**config.mk**
```make
export PLATFORM = sky130hd
export DESIGN_NAME = k_combination_enumerator_flat
export DESIGN_NICKNAME = d
export VERILOG_FILES = /design/src/kce_pkg.sv /design/src/kce_if.sv /design/src/kce_ram.sv /design/src/kce_cfg.sv /design/src/kce_seq.sv /design/src/k_combination_enumerator.sv /design/src/flat_wrapper.sv
export SDC_FILE = /design/constraint.sdc
export NUM_CORES = 1
export LEC_CHECK = 0
export ABC_CLOCK_PERIOD_IN_PS = 5100
export BUFFER_PORTS_ARGS = -buffer_cell sky130_fd_sc_hd__clkbuf_2
export CAP_MARGIN = 5
export CORE_MARGIN = 8
export CORE_UTILIZATION = 40
export CTS_CLUSTER_SIZE = 16
export DETAILED_ROUTE_END_ITERATION = 8
export PLACE_DENSITY = 0.62
export SYNTH_ARGS = -nofsm -noshare
export SYNTH_HDL_FRONTEND = slang
export SYNTH_SLANG_ARGS = --single-unit
```
**constraint.sdc**
```tcl
create_clock -name i_clk -period 5.1 [get_ports i_clk]
set_input_delay 0.51 -clock i_clk [delete_from_list [all_inputs] [get_ports i_clk]]
set_output_delay 0.51 -clock i_clk [all_outputs]
set_load 0.02 [all_outputs]
```
**src/kce_pkg.sv**
```systemverilog
`timescale 1ns / 1ps
// ----------------------------------------------------------------------------
// kce_pkg
// Shared types, widths and codes of the k-combination enumerator.
// ----------------------------------------------------------------------------
package kce_pkg;

    // Field widths of the channels
    localparam int SET_SIZE_W    = 7;
    localparam int SUBSET_SIZE_W = 5;
    localparam int SLOT_W        = 4;
    localparam int ELEMENT_W     = 6;
    localparam int CFG_IDX_W     = 2;
    localparam int CFG_DATA_W    = 7;

    // Register indexes
    localparam logic [CFG_IDX_W-1:0] REG_SET_SIZE    = 2'd0;
    localparam logic [CFG_IDX_W-1:0] REG_SUBSET_SIZE = 2'd1;

    // Register reset values
    localparam logic [SET_SIZE_W-1:0]    RST_SET_SIZE    = 7'd8;
    localparam logic [SUBSET_SIZE_W-1:0] RST_SUBSET_SIZE = 5'd2;

    // Parameter defaults
    localparam int MAX_SUBSET_DEF = 16;
    localparam int MAX_SET_DEF    = 64;

    // Sequencer states
    typedef enum logic [1:0] {
        ST_IDLE,
        ST_SCAN,
        ST_EMIT,
        ST_DONE
    } t_state;

    // Sizes seen by the sequencer
    typedef struct packed {
        logic [SET_SIZE_W-1:0]    n_eff;
        logic [SUBSET_SIZE_W-1:0] k;
        logic                     clr;
    } t_cfg;

endpackage

```
**src/kce_if.sv**
```systemverilog
`timescale 1ns / 1ps
// ----------------------------------------------------------------------------
// kce channel interfaces
// Request, result and configuration channels with valid/ready handshakes.
// ----------------------------------------------------------------------------
interface kce_req_if;
    logic valid;
    logic ready;
    logic restart;
    modport source (output valid, output restart, input ready);
    modport sink   (input valid, input restart, output ready);
endinterface

interface kce_res_if;
    logic                          valid;
    logic                          ready;
    logic [kce_pkg::SLOT_W-1:0]    slot;
    logic [kce_pkg::ELEMENT_W-1:0] element;
    logic                          last;
    logic                          done_res;
    modport source (output valid, output slot, output element, output last,
                    output done_res, input ready);
    modport sink   (input valid, input slot, input element, input last,
                    input done_res, output ready);
endinterface

interface kce_cfg_if;
    logic                           valid;
    logic                           ready;
    logic [kce_pkg::CFG_IDX_W-1:0]  index;
    logic [kce_pkg::CFG_DATA_W-1:0] data;
    modport source (output valid, output index, output data, input ready);
    modport sink   (input valid, input index, input data, output ready);
endinterface

```
**src/kce_ram.sv**
```systemverilog
`timescale 1ns / 1ps
// ----------------------------------------------------------------------------
// kce_ram
// Generic RAM: one write port, one read port, registered read data.
// ----------------------------------------------------------------------------
module kce_ram #(
    parameter int WIDTH = 8,
    parameter int DEPTH = 16,
    localparam int AW   = (DEPTH > 1) ? $clog2(DEPTH) : 1
) (
    input  logic             i_clk,
    input  logic             i_we,
    input  logic [AW-1:0]    i_waddr,
    input  logic [WIDTH-1:0] i_wdata,
    input  logic [AW-1:0]    i_raddr,
    output logic [WIDTH-1:0] o_rdata
);

    logic [WIDTH-1:0] r_mem [DEPTH];
    logic [WIDTH-1:0] r_rdata;

    // Write and registered read
    always_ff @(posedge i_clk) begin
        if (i_we) begin
            r_mem[i_waddr] <= i_wdata;
        end
        r_rdata <= r_mem[i_raddr];
    end

    assign o_rdata = r_rdata;

endmodule

```
**src/kce_cfg.sv**
```systemverilog
`timescale 1ns / 1ps
// ----------------------------------------------------------------------------
// kce_cfg
// Size registers; clamps n to the set capacity and flags each size write.
// ----------------------------------------------------------------------------
module kce_cfg #(
    parameter int MAX_SET = kce_pkg::MAX_SET_DEF
) (
    input  logic          i_clk,
    input  logic          i_rst_n,
    kce_cfg_if.sink       i_cfg,
    output kce_pkg::t_cfg o_cfg
);

    logic [kce_pkg::SET_SIZE_W-1:0]    r_set_size;
    logic [kce_pkg::SUBSET_SIZE_W-1:0] r_subset_size;
    logic                              w_wr;

    assign i_cfg.ready = 1'b1;
    assign w_wr        = i_cfg.valid && i_cfg.ready;

    // Take register writes, drop unknown indexes
    always_ff @(posedge i_clk) begin
        if (!i_rst_n) begin
            r_set_size    <= kce_pkg::RST_SET_SIZE;
            r_subset_size <= kce_pkg::RST_SUBSET_SIZE;
        end else if (w_wr) begin
            case (i_cfg.index)
                kce_pkg::REG_SET_SIZE:
                    r_set_size <= kce_pkg::SET_SIZE_W'(i_cfg.data);
                kce_pkg::REG_SUBSET_SIZE:
                    r_subset_size <= kce_pkg::SUBSET_SIZE_W'(i_cfg.data);
                default: ;
            endcase
        end
    end

    // Clamp n and flag writes that restart the enumeration
    always_comb begin
        o_cfg.k     = r_subset_size;
        o_cfg.clr   = w_wr && (i_cfg.index == kce_pkg::REG_SET_SIZE ||
                               i_cfg.index == kce_pkg::REG_SUBSET_SIZE);
        o_cfg.n_eff = (int'(r_set_size) > MAX_SET) ?
                      kce_pkg::SET_SIZE_W'(MAX_SET) : r_set_size;
    end

endmodule

```
**src/kce_seq.sv**
```systemverilog
`timescale 1ns / 1ps
// ----------------------------------------------------------------------------
// kce_seq
// Sequencer: scans the stored subset for the position to grow, then reads
// back and rewrites the subset, one index per cycle while not stalled.
// ----------------------------------------------------------------------------
module kce_seq #(
    parameter int MAX_SUBSET = kce_pkg::MAX_SUBSET_DEF,
    parameter int MAX_SET    = kce_pkg::MAX_SET_DEF,
    localparam int IW  = (MAX_SUBSET > 1) ? $clog2(MAX_SUBSET) : 1,
    localparam int CW  = $clog2(MAX_SUBSET + 1),
    localparam int EW0 = $clog2(MAX_SET),
    localparam int EW  = (EW0 > 7) ? 7 : EW0
) (
    input  logic          i_clk,
    input  logic          i_rst_n,
    input  kce_pkg::t_cfg i_cfg,
    kce_req_if.sink       i_req,
    kce_res_if.source     o_res,
    output logic          o_we,
    output logic [IW-1:0] o_waddr,
    output logic [EW-1:0] o_wdata,
    output logic [IW-1:0] o_raddr,
    input  logic [EW-1:0] i_rdata
);

    kce_pkg::t_state r_state, n_state;

    logic          r_started, r_exh;
    logic [IW-1:0] r_si, r_ci, r_pos, r_bi;
    logic          r_chk, r_bv;
    logic [EW-1:0] r_base;
    logic [CW-1:0] r_ni;

    logic                          r_out_valid, r_last, r_done;
    logic [kce_pkg::SLOT_W-1:0]    r_slot;
    logic [kce_pkg::ELEMENT_W-1:0] r_elem;

    logic                                w_acc, w_fresh, w_bad, w_ld, w_take;
    logic                                w_issue, w_b_last, w_found, w_gen;
    logic [kce_pkg::SET_SIZE_W-1:0]      w_lim;
    logic [7:0]                          w_scan_max, w_gen_sum;
    logic [EW-1:0]                       w_gen_val, w_elem;

    // Request decode
    assign w_acc   = i_req.valid && i_req.ready;
    assign w_fresh = i_req.restart || !r_started;
    assign w_bad   = (i_cfg.k == '0) || (int'(i_cfg.k) > MAX_SUBSET) ||
                     ({2'b00, i_cfg.k} > i_cfg.n_eff);

    // Output register frees up this cycle
    assign w_ld = !r_out_valid || o_res.ready;

    // Scan compare: position ci is at its top when value == n - k + ci
    assign w_lim      = i_cfg.n_eff - {2'b00, i_cfg.k};
    assign w_scan_max = {1'b0, w_lim} + 8'(r_ci);
    assign w_found    = r_chk && (8'(i_rdata) < w_scan_max);

    // Emit stage: positions from pos on are refilled consecutively
    assign w_issue   = int'(r_ni) < int'(i_cfg.k);
    assign w_take    = (r_state == kce_pkg::ST_EMIT) && r_bv && w_ld;
    assign w_b_last  = (int'(r_bi) + 1) == int'(i_cfg.k);
    assign w_gen     = r_bi >= r_pos;
    assign w_gen_sum = 8'(r_base) + 8'(r_bi - r_pos);
    assign w_gen_val = EW'(w_gen_sum);
    assign w_elem    = w_gen ? w_gen_val : i_rdata;

    // Next state
    always_comb begin
        n_state = r_state;
        case (r_state)
            kce_pkg::ST_IDLE: begin
                if (w_acc) begin
                    if (w_fresh) begin
                        n_state = w_bad ? kce_pkg::ST_DONE : kce_pkg::ST_EMIT;
                    end else if (r_exh) begin
                        n_state = kce_pkg::ST_DONE;
                    end else begin
                        n_state = kce_pkg::ST_SCAN;
                    end
                end
            end
            kce_pkg::ST_SCAN: begin
                if (w_found) begin
                    n_state = kce_pkg::ST_EMIT;
                end else if (r_chk && r_ci == '0) begin
                    n_state = kce_pkg::ST_DONE;
                end
            end
            kce_pkg::ST_EMIT: begin
                if (w_take && w_b_last) begin
                    n_state = kce_pkg::ST_IDLE;
                end
            end
            kce_pkg::ST_DONE: begin
                if (w_ld) begin
                    n_state = kce_pkg::ST_IDLE;
                end
            end
            default: n_state = kce_pkg::ST_IDLE;
        endcase
    end

    // Outputs of the state machine
    always_comb begin
        i_req.ready = 1'b0;
        o_raddr     = IW'(r_ni);
        o_we        = 1'b0;
        case (r_state)
            kce_pkg::ST_IDLE: i_req.ready = 1'b1;
            kce_pkg::ST_SCAN: o_raddr = r_si;
            kce_pkg::ST_EMIT: begin
                o_raddr = (r_bv && !w_ld) ? r_bi : IW'(r_ni);
                o_we    = w_take && w_gen;
            end
            default: ;
        endcase
    end

    assign o_waddr = r_bi;
    assign o_wdata = w_gen_val;

    always_ff @(posedge i_clk) begin
        r_state <= i_rst_n ? n_state : kce_pkg::ST_IDLE;
    end

    // Enumeration flags
    always_ff @(posedge i_clk) begin
        if (!i_rst_n) begin
            r_started <= 1'b0;
            r_exh     <= 1'b0;
        end else begin
            if (i_cfg.clr) begin
                r_started <= 1'b0;
            end else if (w_acc && w_fresh) begin
                r_started <= 1'b1;
                r_exh     <= w_bad;
            end
            if (r_state == kce_pkg::ST_SCAN && !w_found && r_chk && r_ci == '0) begin
                r_exh <= 1'b1;
            end
        end
    end

    // Scan and emit pointers
    always_ff @(posedge i_clk) begin
        if (!i_rst_n) begin
            r_chk <= 1'b0;
            r_bv  <= 1'b0;
        end else begin
            case (r_state)
                kce_pkg::ST_IDLE: begin
                    r_si   <= IW'(i_cfg.k - 5'd1);
                    r_chk  <= 1'b0;
                    r_bv   <= 1'b0;
                    r_ni   <= '0;
                    r_pos  <= '0;
                    r_base <= '0;
                end
                kce_pkg::ST_SCAN: begin
                    if (w_found) begin
                        r_pos  <= r_ci;
                        r_base <= i_rdata + EW'(1);
                    end else begin
                        r_ci  <= r_si;
                        r_chk <= 1'b1;
                        if (r_si != '0) begin
                            r_si <= r_si - IW'(1);
                        end
                    end
                end
                kce_pkg::ST_EMIT: begin
                    if (!r_bv || w_ld) begin
                        r_bv <= w_issue;
                        if (w_issue) begin
                            r_bi <= IW'(r_ni);
                            r_ni <= r_ni + CW'(1);
                        end
                    end
                end
                default: ;
            endcase
        end
    end

    // Output register
    always_ff @(posedge i_clk) begin
        if (!i_rst_n) begin
            r_out_valid <= 1'b0;
        end else if (w_take || (r_state == kce_pkg::ST_DONE && w_ld)) begin
            r_out_valid <= 1'b1;
        end else if (o_res.ready) begin
            r_out_valid <= 1'b0;
        end
    end

    always_ff @(posedge i_clk) begin
        if (w_take) begin
            r_slot <= kce_pkg::SLOT_W'(r_bi);
            r_elem <= kce_pkg::ELEMENT_W'(w_elem);
            r_last <= w_b_last;
            r_done <= 1'b0;
        end else if (r_state == kce_pkg::ST_DONE && w_ld) begin
            r_slot <= '0;
            r_elem <= '0;
            r_last <= 1'b0;
            r_done <= 1'b1;
        end
    end

    assign o_res.valid    = r_out_valid;
    assign o_res.slot     = r_slot;
    assign o_res.element  = r_elem;
    assign o_res.last     = r_last;
    assign o_res.done_res = r_done;

endmodule

```
**src/k_combination_enumerator.sv**
```systemverilog
`timescale 1ns / 1ps
// ----------------------------------------------------------------------------
// k_combination_enumerator
// Lists the k-element subsets of 0..n-1 in lexicographic order, one subset
// per request, emitted as k indices in ascending order.
//
//   channel   dir   payload                          transaction
//   i_req     in    restart                          one request
//   o_res     out   slot, element, last, done_res    one index or done
//   i_cfg     in    index, data                      one register write
//
// Restart (or a first request) emits the first subset directly; an advance
// scans down from the top entry to growing position p, then emits k indices.
// Both walk the single read port of the subset RAM one entry per cycle.
// Reset is synchronous, active low; the subset RAM needs no clearing.
// A stalled result holds the emit walk; i_req is taken only between requests.
// ----------------------------------------------------------------------------
module k_combination_enumerator #(
    parameter int MAX_SUBSET = kce_pkg::MAX_SUBSET_DEF,
    parameter int MAX_SET    = kce_pkg::MAX_SET_DEF
) (
    input logic       i_clk,
    input logic       i_rst_n,
    kce_req_if.sink   i_req,
    kce_res_if.source o_res,
    kce_cfg_if.sink   i_cfg
);

    localparam int IW  = (MAX_SUBSET > 1) ? $clog2(MAX_SUBSET) : 1;
    localparam int EW0 = $clog2(MAX_SET);
    localparam int EW  = (EW0 > 7) ? 7 : EW0;

    kce_pkg::t_cfg w_cfg;
    logic          w_we;
    logic [IW-1:0] w_waddr, w_raddr;
    logic [EW-1:0] w_wdata, w_rdata;

    // Size registers
    kce_cfg #(
        .MAX_SET (MAX_SET)
    ) u_cfg (
        .i_clk   (i_clk),
        .i_rst_n (i_rst_n),
        .i_cfg   (i_cfg),
        .o_cfg   (w_cfg)
    );

    // Sequencer
    kce_seq #(
        .MAX_SUBSET (MAX_SUBSET),
        .MAX_SET    (MAX_SET)
    ) u_seq (
        .i_clk   (i_clk),
        .i_rst_n (i_rst_n),
        .i_cfg   (w_cfg),
        .i_req   (i_req),
        .o_res   (o_res),
        .o_we    (w_we),
        .o_waddr (w_waddr),
        .o_wdata (w_wdata),
        .o_raddr (w_raddr),
        .i_rdata (w_rdata)
    );

    // Current subset store
    kce_ram #(
        .WIDTH (EW),
        .DEPTH (MAX_SUBSET)
    ) u_ram (
        .i_clk   (i_clk),
        .i_we    (w_we),
        .i_waddr (w_waddr),
        .i_wdata (w_wdata),
        .i_raddr (w_raddr),
        .o_rdata (w_rdata)
    );

endmodule
```
**src/flat_wrapper.sv**
```systemverilog
// flat-port wrapper written by rule: the top's interface ports become plain ports
module k_combination_enumerator_flat 
#(
    parameter int MAX_SUBSET = kce_pkg::MAX_SUBSET_DEF,
    parameter int MAX_SET    = kce_pkg::MAX_SET_DEF
)
  (i_clk, i_rst_n, i_req_valid, i_req_restart, i_req_ready, o_res_valid, o_res_slot, o_res_element, o_res_last, o_res_done_res, o_res_ready, i_cfg_valid, i_cfg_index, i_cfg_data, i_cfg_ready);
  kce_req_if i_req_i ();
  kce_res_if o_res_i ();
  kce_cfg_if i_cfg_i ();
  input logic i_clk;
  input logic i_rst_n;
  input wire logic [$bits(i_req_i.valid)-1:0] i_req_valid;
  input wire logic [$bits(i_req_i.restart)-1:0] i_req_restart;
  output wire logic [$bits(i_req_i.ready)-1:0] i_req_ready;
  output wire logic [$bits(o_res_i.valid)-1:0] o_res_valid;
  output wire logic [$bits(o_res_i.slot)-1:0] o_res_slot;
  output wire logic [$bits(o_res_i.element)-1:0] o_res_element;
  output wire logic [$bits(o_res_i.last)-1:0] o_res_last;
  output wire logic [$bits(o_res_i.done_res)-1:0] o_res_done_res;
  input wire logic [$bits(o_res_i.ready)-1:0] o_res_ready;
  input wire logic [$bits(i_cfg_i.valid)-1:0] i_cfg_valid;
  input wire logic [$bits(i_cfg_i.index)-1:0] i_cfg_index;
  input wire logic [$bits(i_cfg_i.data)-1:0] i_cfg_data;
  output wire logic [$bits(i_cfg_i.ready)-1:0] i_cfg_ready;
  assign i_req_i.valid = i_req_valid;
  assign i_req_i.restart = i_req_restart;
  assign i_req_ready = i_req_i.ready;
  assign o_res_valid = o_res_i.valid;
  assign o_res_slot = o_res_i.slot;
  assign o_res_element = o_res_i.element;
  assign o_res_last = o_res_i.last;
  assign o_res_done_res = o_res_i.done_res;
  assign o_res_i.ready = o_res_ready;
  assign i_cfg_i.valid = i_cfg_valid;
  assign i_cfg_i.index = i_cfg_index;
  assign i_cfg_i.data = i_cfg_data;
  assign i_cfg_ready = i_cfg_i.ready;
  k_combination_enumerator #(.MAX_SUBSET(MAX_SUBSET), .MAX_SET(MAX_SET)) u_core (.i_clk(i_clk), .i_rst_n(i_rst_n), .i_req(i_req_i), .o_res(o_res_i), .i_cfg(i_cfg_i));
endmodule
```
==> results of run 1 <==
==> layer usage <==
metal  vias to the layer above  GRT usage, %  wire [µm]
met4                         0          6.21        230
met3                        15          2.97        762
met2                        97          23.1       7980
met1                      2299          18.8       7720
li1                       2167             -          -
met5                         -             0          0
==> power by group through the flow <==
stage               logic, mW  registers, mW  clock network [mW]
detailed placement       2.18           2.17                   0
floorplan                1.48           2.13                   0
global route             2.37           2.16                1.23
finish                   2.15           2.15                1.16
CTS                      2.18           2.15                1.17
global placement         2.10           2.17                   0
==> cell usage after synthesis, types with 2 or more instances <==
master,instances
and2_1,26
a22oi_1,15
a21oi_1,22
nand3b_1,2
and3_1,3
a22o_1,5
buf_2,3
nor3b_1,3
o21ai_0,11
mux4_2,19
nor2b_1,14
a21o_1,9
mux2i_1,17
o21a_1,3
xor2_1,11
o31ai_1,2
dfxtp_1,26
clkbuf_1,9
fa_1,4
xnor2_1,17
edfxtp_1,134
nor3_1,4
a21boi_0,7
o221ai_1,2
nor4_1,5
nor2_1,33
nand2b_1,8
nand4_1,2
ha_1,41
nand3_1,12
mux4_1,5
inv_1,23
nand2_1,32
buf_6,2
==> cell usage in the layout, fill, tap and decap left out, types with 2 or more instances in the layout <==
master      Yosys  layout
o31ai_1         2       2
nor4_1          5       5
nor2b_1        14      14
inv_6           0       5
nor3b_1         3       3
ha_1           41      41
a22o_1          5       5
o21ai_0        11      11
a22oi_1        15      15
xor2_1         11      11
fa_1            4       4
clkinvlp_4      0       2
mux4_1          5       5
clkbuf_16       0      17
mux4_2         19      19
clkinv_4        0       4
o221ai_1        2       2
nor3_1          4       4
buf_4           1       7
nand2_1        32      32
and2_1         26      26
nand3b_1        2       2
a21oi_1        22      22
mux2i_1        17      17
nand2b_1        8       8
xnor2_1        17      17
o21a_1          3       3
clkbuf_2        0      28
a21boi_0        7       7
and3_1          3       3
nand4_1         2       2
dfxtp_1        26      26
inv_1          23      23
nand3_1        12      12
nor2_1         33      33
edfxtp_1      134     134
clkinv_2        0       2
a21o_1          9       9
==> final cells by class <==
type	instances	area [µm²]
timing repair buffer	35	193
fill	1719	10500
clock buffer	17	425
tap	265	332
clock inverter	14	108
sequential	160	4540
inverter	24	90.1
multi-input combinational	355	3000
==> logic make-up (layout without fill, tap and decap cells) <==
group | count (synthesis) | in the layout
xor gates and xnor gates | 28 | 28
muxes | 41 | 41
and+or+nand+nor | 149 | 149
buffers and inverters | 39 | 90
DFF | 160 | 160
AOI/OAI and AO/OA | 91 | 91
other | 1 | 1
adders and majority gates | 45 | 45
==> stage by stage <==
| stage | setup slack [ps] | std cells | utilization, % | hold slack [ps] | total power, mW |
|---|---|---|---|---|---|
| 2_1_floorplan | 1290 | 554 | - | 452 | 3.61 |
| 3_3_place_gp | 1020 | 839 | 42.5 | 465 | 4.27 |
| 3_5_place_dp | 842 | 839 | 42.5 | 464 | 4.35 |
| 4_1_cts | 815 | 870 | 45.3 | 311 | 5.50 |
| 5_1_grt | 445 | 870 | 45.3 | 344 | 5.76 |
| 6_report | 823 | 870 | 45.3 | 320 | 5.46 |
==> flip-flops by register name, summed over array words and instances, names as in the netlist <==
signal and cells:
u_core.u_seq.r_bv 1, u_core.u_cfg.r_subset_size 5, u_core.u_ram.r_mem 96, u_core.u_seq.o_res.element 6, u_core.u_seq.o_res.slot 4, u_core.u_seq.r_ci 4
u_core.u_seq.r_ni 5, u_core.u_seq.o_res.last 1, u_core.u_cfg.r_set_size 7, u_core.u_seq.r_si 4, u_core.u_seq.r_pos 4, u_core.u_seq.o_waddr 4
u_core.u_seq.r_exh 1, u_core.u_seq.r_started 1, u_core.u_seq.r_base 6, u_core.u_seq.r_state 2, u_core.u_ram.o_rdata 6, u_core.u_seq.o_res.done_res 1
u_core.u_seq.r_chk 1, u_core.u_seq.o_res.valid 1
==> worst max-delay path, delay by kind of cell, from the launching register on <==
family	cells	cell delay, ps
DFF	1	460
AOI/OAI and AO/OA	5	1110
buffers and inverters	1	50
muxes	1	160
and+or+nand+nor	3	730
adders and majority gates	4	1060
xor gates and xnor gates	2	370
==> path summary, 6_finish.rpt <==
check,from,endpoint,slack [ps],cells after the start
min reg2reg,u_core.u_seq.r_started$_SDFFE_PP0P_,u_core.u_seq.r_started$_SDFFE_PP0P_,490,2
max reg2reg,u_core.u_cfg.r_set_size[6]$_SDFFE_PN0P_,u_core.u_seq.r_pos[0]$_SDFFCE_PN0P_,820,16
max,u_core.u_cfg.r_set_size[6]$_SDFFE_PN0P_,u_core.u_seq.r_pos[0]$_SDFFCE_PN0P_,820,16
min,i_cfg_data[6],u_core.u_cfg.r_set_size[6]$_SDFFE_PN0P_,320,3
==> impl_metrics.py, run 1 <==
metrics = {
    "run_status": {
        "status": "finished clean",
    },
    "finish": {
        "drive_gt1_share_pct": 15.5,
        "synthToLayoutAreaGrowth_pct": 12.7,
        "design_area_um2": 8690,
        "nets": 653,
        "diodes": 0,
    },
    "routing": {
        "routed_via_density": 5.26,
        "drtIter0Drc": 350,
        "wl_per_cell_um": 19.2,
        "drt_first_pass_iters": 4,
        "routed_wl_mm": 16.7,
        "antenna_left": 0,
        "drc": 0,
        "vias": 4578,
    },
    "yosys": {
        "synth_top_family_by_area": "simple AND/OR/NAND/NOR gates",
        "ys_seq_area_share_pct": 58.9,
        "synth_edf_count": 134,
        "synth.area.top_cells": "edfxtp_1, dfxtp_1, ha_1",
        "netlist_area_um2": 7720,
        "synth_cells": 554,
        "synth_ff_type": "edfxtp_1",
        "synth.ff_latch_count": 160,
        "yosysTopAreaCellShare_pct": 52.1,
        "muxShareOfSynthArea_pct": 9.45,
        "ys_warn_count": 0,
        "synth_adder_area_share_pct": 7.69,
        "yosys.area_share.simple_pct": 10.1,
        "syn_avg_cell_area_um2": 13.9,
        "synth-async-reset-ratio_pct": 0,
        "synth.largest_area_cell": "edfxtp_1",
        "synth_compound_gate_area_share_pct": 8.43,
        "synth_cell_type_count": 57,
        "synth_nets": 614,
        "synth_xor_area_share_pct": 3.18,
    },
    "cts": {
        "cts.sinks": 160,
        "post_cts.repair.setup_buffers": 0,
        "postCtsHoldBufs": 0,
        "clockRootBuffer": "clkbuf_16",
        "cts_made_buffers": 17,
        "cts_resized": 0,
        "cts_max_level": 4,
        "cts_tree": "yes",
        "clkLatencyLatePin_ps": 430,
        "cts.clk_slew.worst_paths_ps": 70,
        "clk_path_buf_depth": 2,
    },
    "worst_setup_path": {
        "slowest_stage": "dfxtp_1",
        "critPathKind": "reg2reg",
        "end_kind": "flop",
        "crit_chain": "nand2b_1 > ha_1 > inv_1 > fa_1 > xor2_1 > ha_1 > a21oi_1 > nand2_1 > xnor2_1 > ha_1 > a2111oi_0 > o31ai_1 > a21bo_2 > o221ai_1 > mux2i_1 > and2_1",
        "cp-start-kind": "flop",
        "critPathMaxFanout": 10,
        "critPathMaxStageDelay_ps": 460,
        "crit_top_cell": "ha_1",
        "arrival_ps": 4350,
        "worstPathRequired_ps": 5170,
    },
    "sta": {
        "setup-tns-final_ps": 0,
        "fin_crit_ps": 4280,
        "drv_slew": 0,
        "finClkSkew_ps": 10.7,
        "slew_headroom_pct": 26.0,
        "worst_slew_pin_slew_ps": 1090,
        "setup_viol": 0,
        "hold_violations": 0,
        "fin_crit_sh_pct": 83.9,
        "max_freq_mhz": 234,
        "rsz0062_at_grt": "false",
    },
    "power": {
        "clockPowerShare_pct": 21.3,
        "combPwrFrac_pct": 39.4,
        "power.density_nw_per_um2": 628,
        "switching_share_pct": 36.8,
        "seq_power_share_pct": 39.3,
        "vdd_drop_max_uv": 268,
        "switching_power_mw": 2.01,
        "internal_power_mw": 3.45,
        "p_leak_nw": 3.22,
    },
    "grt": {
        "grt_max_degree": 28,
        "antenna_found_initial": 0,
        "grt_pass1_vias": 4698,
        "grt_use_total_pct": 14.5,
        "grt_pass1_wl_mm": 26.4,
        "grt-ovfl-total": 0,
    },
    "floorplanning": {
        "die_x_um": 155,
        "die_h_um": 155,
        "core_um2": 19200,
        "die_area_um2": 24000,
        "rows": 51,
        "start_util_pct": 40.2,
        "io_pins": 30,
    },
    "run": {
        "maxCapViolCount": 0,
    },
    "place": {
        "io_buffer_count": 28,
        "place_congestion": 0.789,
        "placed_cell_area_um2": 8160,
        "dp_hpwl_mm": 12.1,
    },
    "hold_path": {
        "min_path_type": "in2reg",
    },
}
(Power assumes the default switching activity.)
==> inputs of run 2 (changes only) <==
ABC_CLOCK_PERIOD_IN_PS = 4200   (was 5100)
clock period = 4.2 ns   (was 5.1 ns; I/O delays follow)
==> run 2 against run 1 <==
- sequential power up 20%
- hold slack worse by 97 ps
- maximum frequency rose by 10%
- utilization grew 0.89 points
- setup slack lost 510 ps
- global-route usage down 0.22 points
- flip-flop and latch count is the same
- non-clock buffer count grew 9
- die area is the same
- critical path type unchanged
- critical endpoint is now u_core.u_seq.r_base[0]$_SDFFCE_PN0P_
- largest cell class unchanged
- largest power group is now combinational logic
==> impl_metrics.py, run 2 (synthesis results as in run 1) <==
metrics = {
    "grt": {
        "gr-usage-met2_pct": 22.9,
        "grt_use_met1_pct": 18.6,
        "grt_pass1_wl_mm": 26.1,
        "use_met3_pct": 3.02,
        "busiest_layer": "met2",
        "grt_pass1_vias": 4705,
        "antenna_found_initial": 0,
        "grt_max_degree": 28,
        "grt-ovfl-total": 0,
        "grt_use_total_pct": 14.3,
    },
    "worst_setup_path": {
        "arrival_ps": 4000,
        "worstPathRequired_ps": 4310,
        "critPathMaxFanout": 10,
        "critPathKind": "reg2reg",
        "cp-start-kind": "flop",
        "end_kind": "flop",
    },
    "sta": {
        "finClkSkew_ps": 8.07,
        "setup_viol": 0,
        "fin_ws_ps": 315,
        "fin_crit_sh_pct": 92.5,
        "max_freq_mhz": 257,
        "fin_crit_ps": 3880,
        "slew_headroom_pct": 50.8,
        "setup-tns-final_ps": 0,
        "drv_slew": 0,
        "hold_violations": 0,
        "worst_slew_pin_slew_ps": 738,
    },
    "routing": {
        "drtIter0Drc": 388,
        "drt_first_pass_iters": 5,
        "antenna_left": 0,
        "routed_wl_mm": 16.5,
        "vias": 4577,
        "routed_via_density": 5.20,
        "wl_per_cell_um": 18.7,
        "drc": 0,
    },
    "power": {
        "power.density_nw_per_um2": 779,
        "vdd_drop_max_uv": 396,
        "p_leak_nw": 3.32,
    },
    "finish": {
        "largest_reg_flops": 96,
        "utilization_pct": 46.2,
        "diodes": 0,
        "top_register": "u_core.u_ram.r_mem",
        "final_cell_mix": "edfxtp_1, ha_1, nand2_1, nor2_1, clkbuf_2",
        "nets": 662,
        "top_regs": "u_core.u_ram.r_mem (96), u_core.u_cfg.r_set_size (7)",
        "synthToLayoutAreaGrowth_pct": 14.9,
        "drive_gt1_share_pct": 17.7,
        "layout_commonest_cell": "edfxtp_1",
    },
    "floorplanning": {
        "die_x_um": 155,
        "die_area_um2": 24000,
        "io_pins": 30,
        "start_util_pct": 40.2,
        "core_um2": 19200,
        "rows": 51,
        "die_h_um": 155,
    },
    "cts": {
        "cts_made_buffers": 17,
        "cts_tree": "yes",
        "clk_path_buf_depth": 2,
        "cts.sinks": 160,
        "cts.clk_slew.worst_paths_ps": 60,
        "clockRootBuffer": "clkbuf_16",
        "postCtsHoldBufs": 0,
        "clkLatencyLatePin_ps": 430,
        "post_cts.repair.setup_buffers": 0,
        "cts_max_level": 4,
    },
    "place": {
        "dp_hpwl_mm": 12.1,
        "dp_slack_ps": 171,
        "place_congestion": 0.782,
        "io_buffer_count": 28,
    },
    "run": {
        "maxCapViolCount": 0,
    },
    "hold_path": {
        "min_path_type": "in2reg",
    },
    "run_status": {
        "status": "finished clean",
    },
}
==> run 2: where the power goes <==
part | switching, mW | total (mW) | internal (mW)
Combinational | 1.66 | 2.69 | 1.04
Sequential | 0.169 | 2.59 | 2.42
Clock | 0.662 | 1.62 | 0.956
Total | 2.49 | 6.90 | 4.41
==> run 2: metal layers <==
layer  wire (µm)  up-vias
li1            -     2183
met1        7620     2293
met2        7910       83
met3         673       18
met4         259        0
met5           0        -
==> run 2: worst max-delay path, cell delays in order, from the launching register on <==
cell and delay (ps):
dfxtp_1 320, nand2b_1 130, ha_1 140, inv_1 50, fa_1 400, xor2_1 230, ha_1 290, a21oi_1 150
nand2_1 120, xnor2_1 150, ha_1 200, a2111oi_1 490, o31ai_2 130, a21bo_2 210, o221ai_1 130, mux2i_1 140
and2_2 300
==> run 2: worst paths after layout <==
| check | startpoint | endpoint | slack [ps] | cells past startpoint |
|---|---|---|---|---|
| max | u_core.u_cfg.r_set_size[6]$_SDFFE_PN0P_ | u_core.u_seq.r_base[0]$_SDFFCE_PN0P_ | 320 | 16 |
| min | i_cfg_data[5] | u_core.u_cfg.r_set_size[5]$_SDFFE_PN0P_ | 220 | 3 |
| max reg2reg | u_core.u_cfg.r_set_size[6]$_SDFFE_PN0P_ | u_core.u_seq.r_base[0]$_SDFFCE_PN0P_ | 320 | 16 |
| min reg2reg | u_core.u_seq.r_started$_SDFFE_PP0P_ | u_core.u_seq.r_started$_SDFFE_PP0P_ | 490 | 2 |
==> run 2: stage by stage <==
stage / hold slack (ps) / cell area, µm² / std cells / total power [mW]
detailed placement: 474 / 8230 / 848 / 5.32
global route: 226 / 8860 / 880 / 7.26
finish: 222 / 8860 / 880 / 6.90
CTS: 215 / 8850 / 880 / 6.94
global placement: 464 / 8230 / 848 / 5.21
floorplan: 452 / 7720 / 554 / 4.38
==> run 2: layout make-up <==
class | count | area, µm²
sequential | 160 | 4540
timing repair buffer | 44 | 260
fill | 1708 | 10300
inverter | 24 | 90.1
clock buffer | 17 | 425
clock inverter | 15 | 196
multi-input combinational | 355 | 3020
tap | 265 | 332
==> run 2: what timing repair did <==
action | CTS | global route
resized for setup | 0 | 5
endpoints found under the setup margin | 0 | 18
hold endpoints to repair | 0 | 0
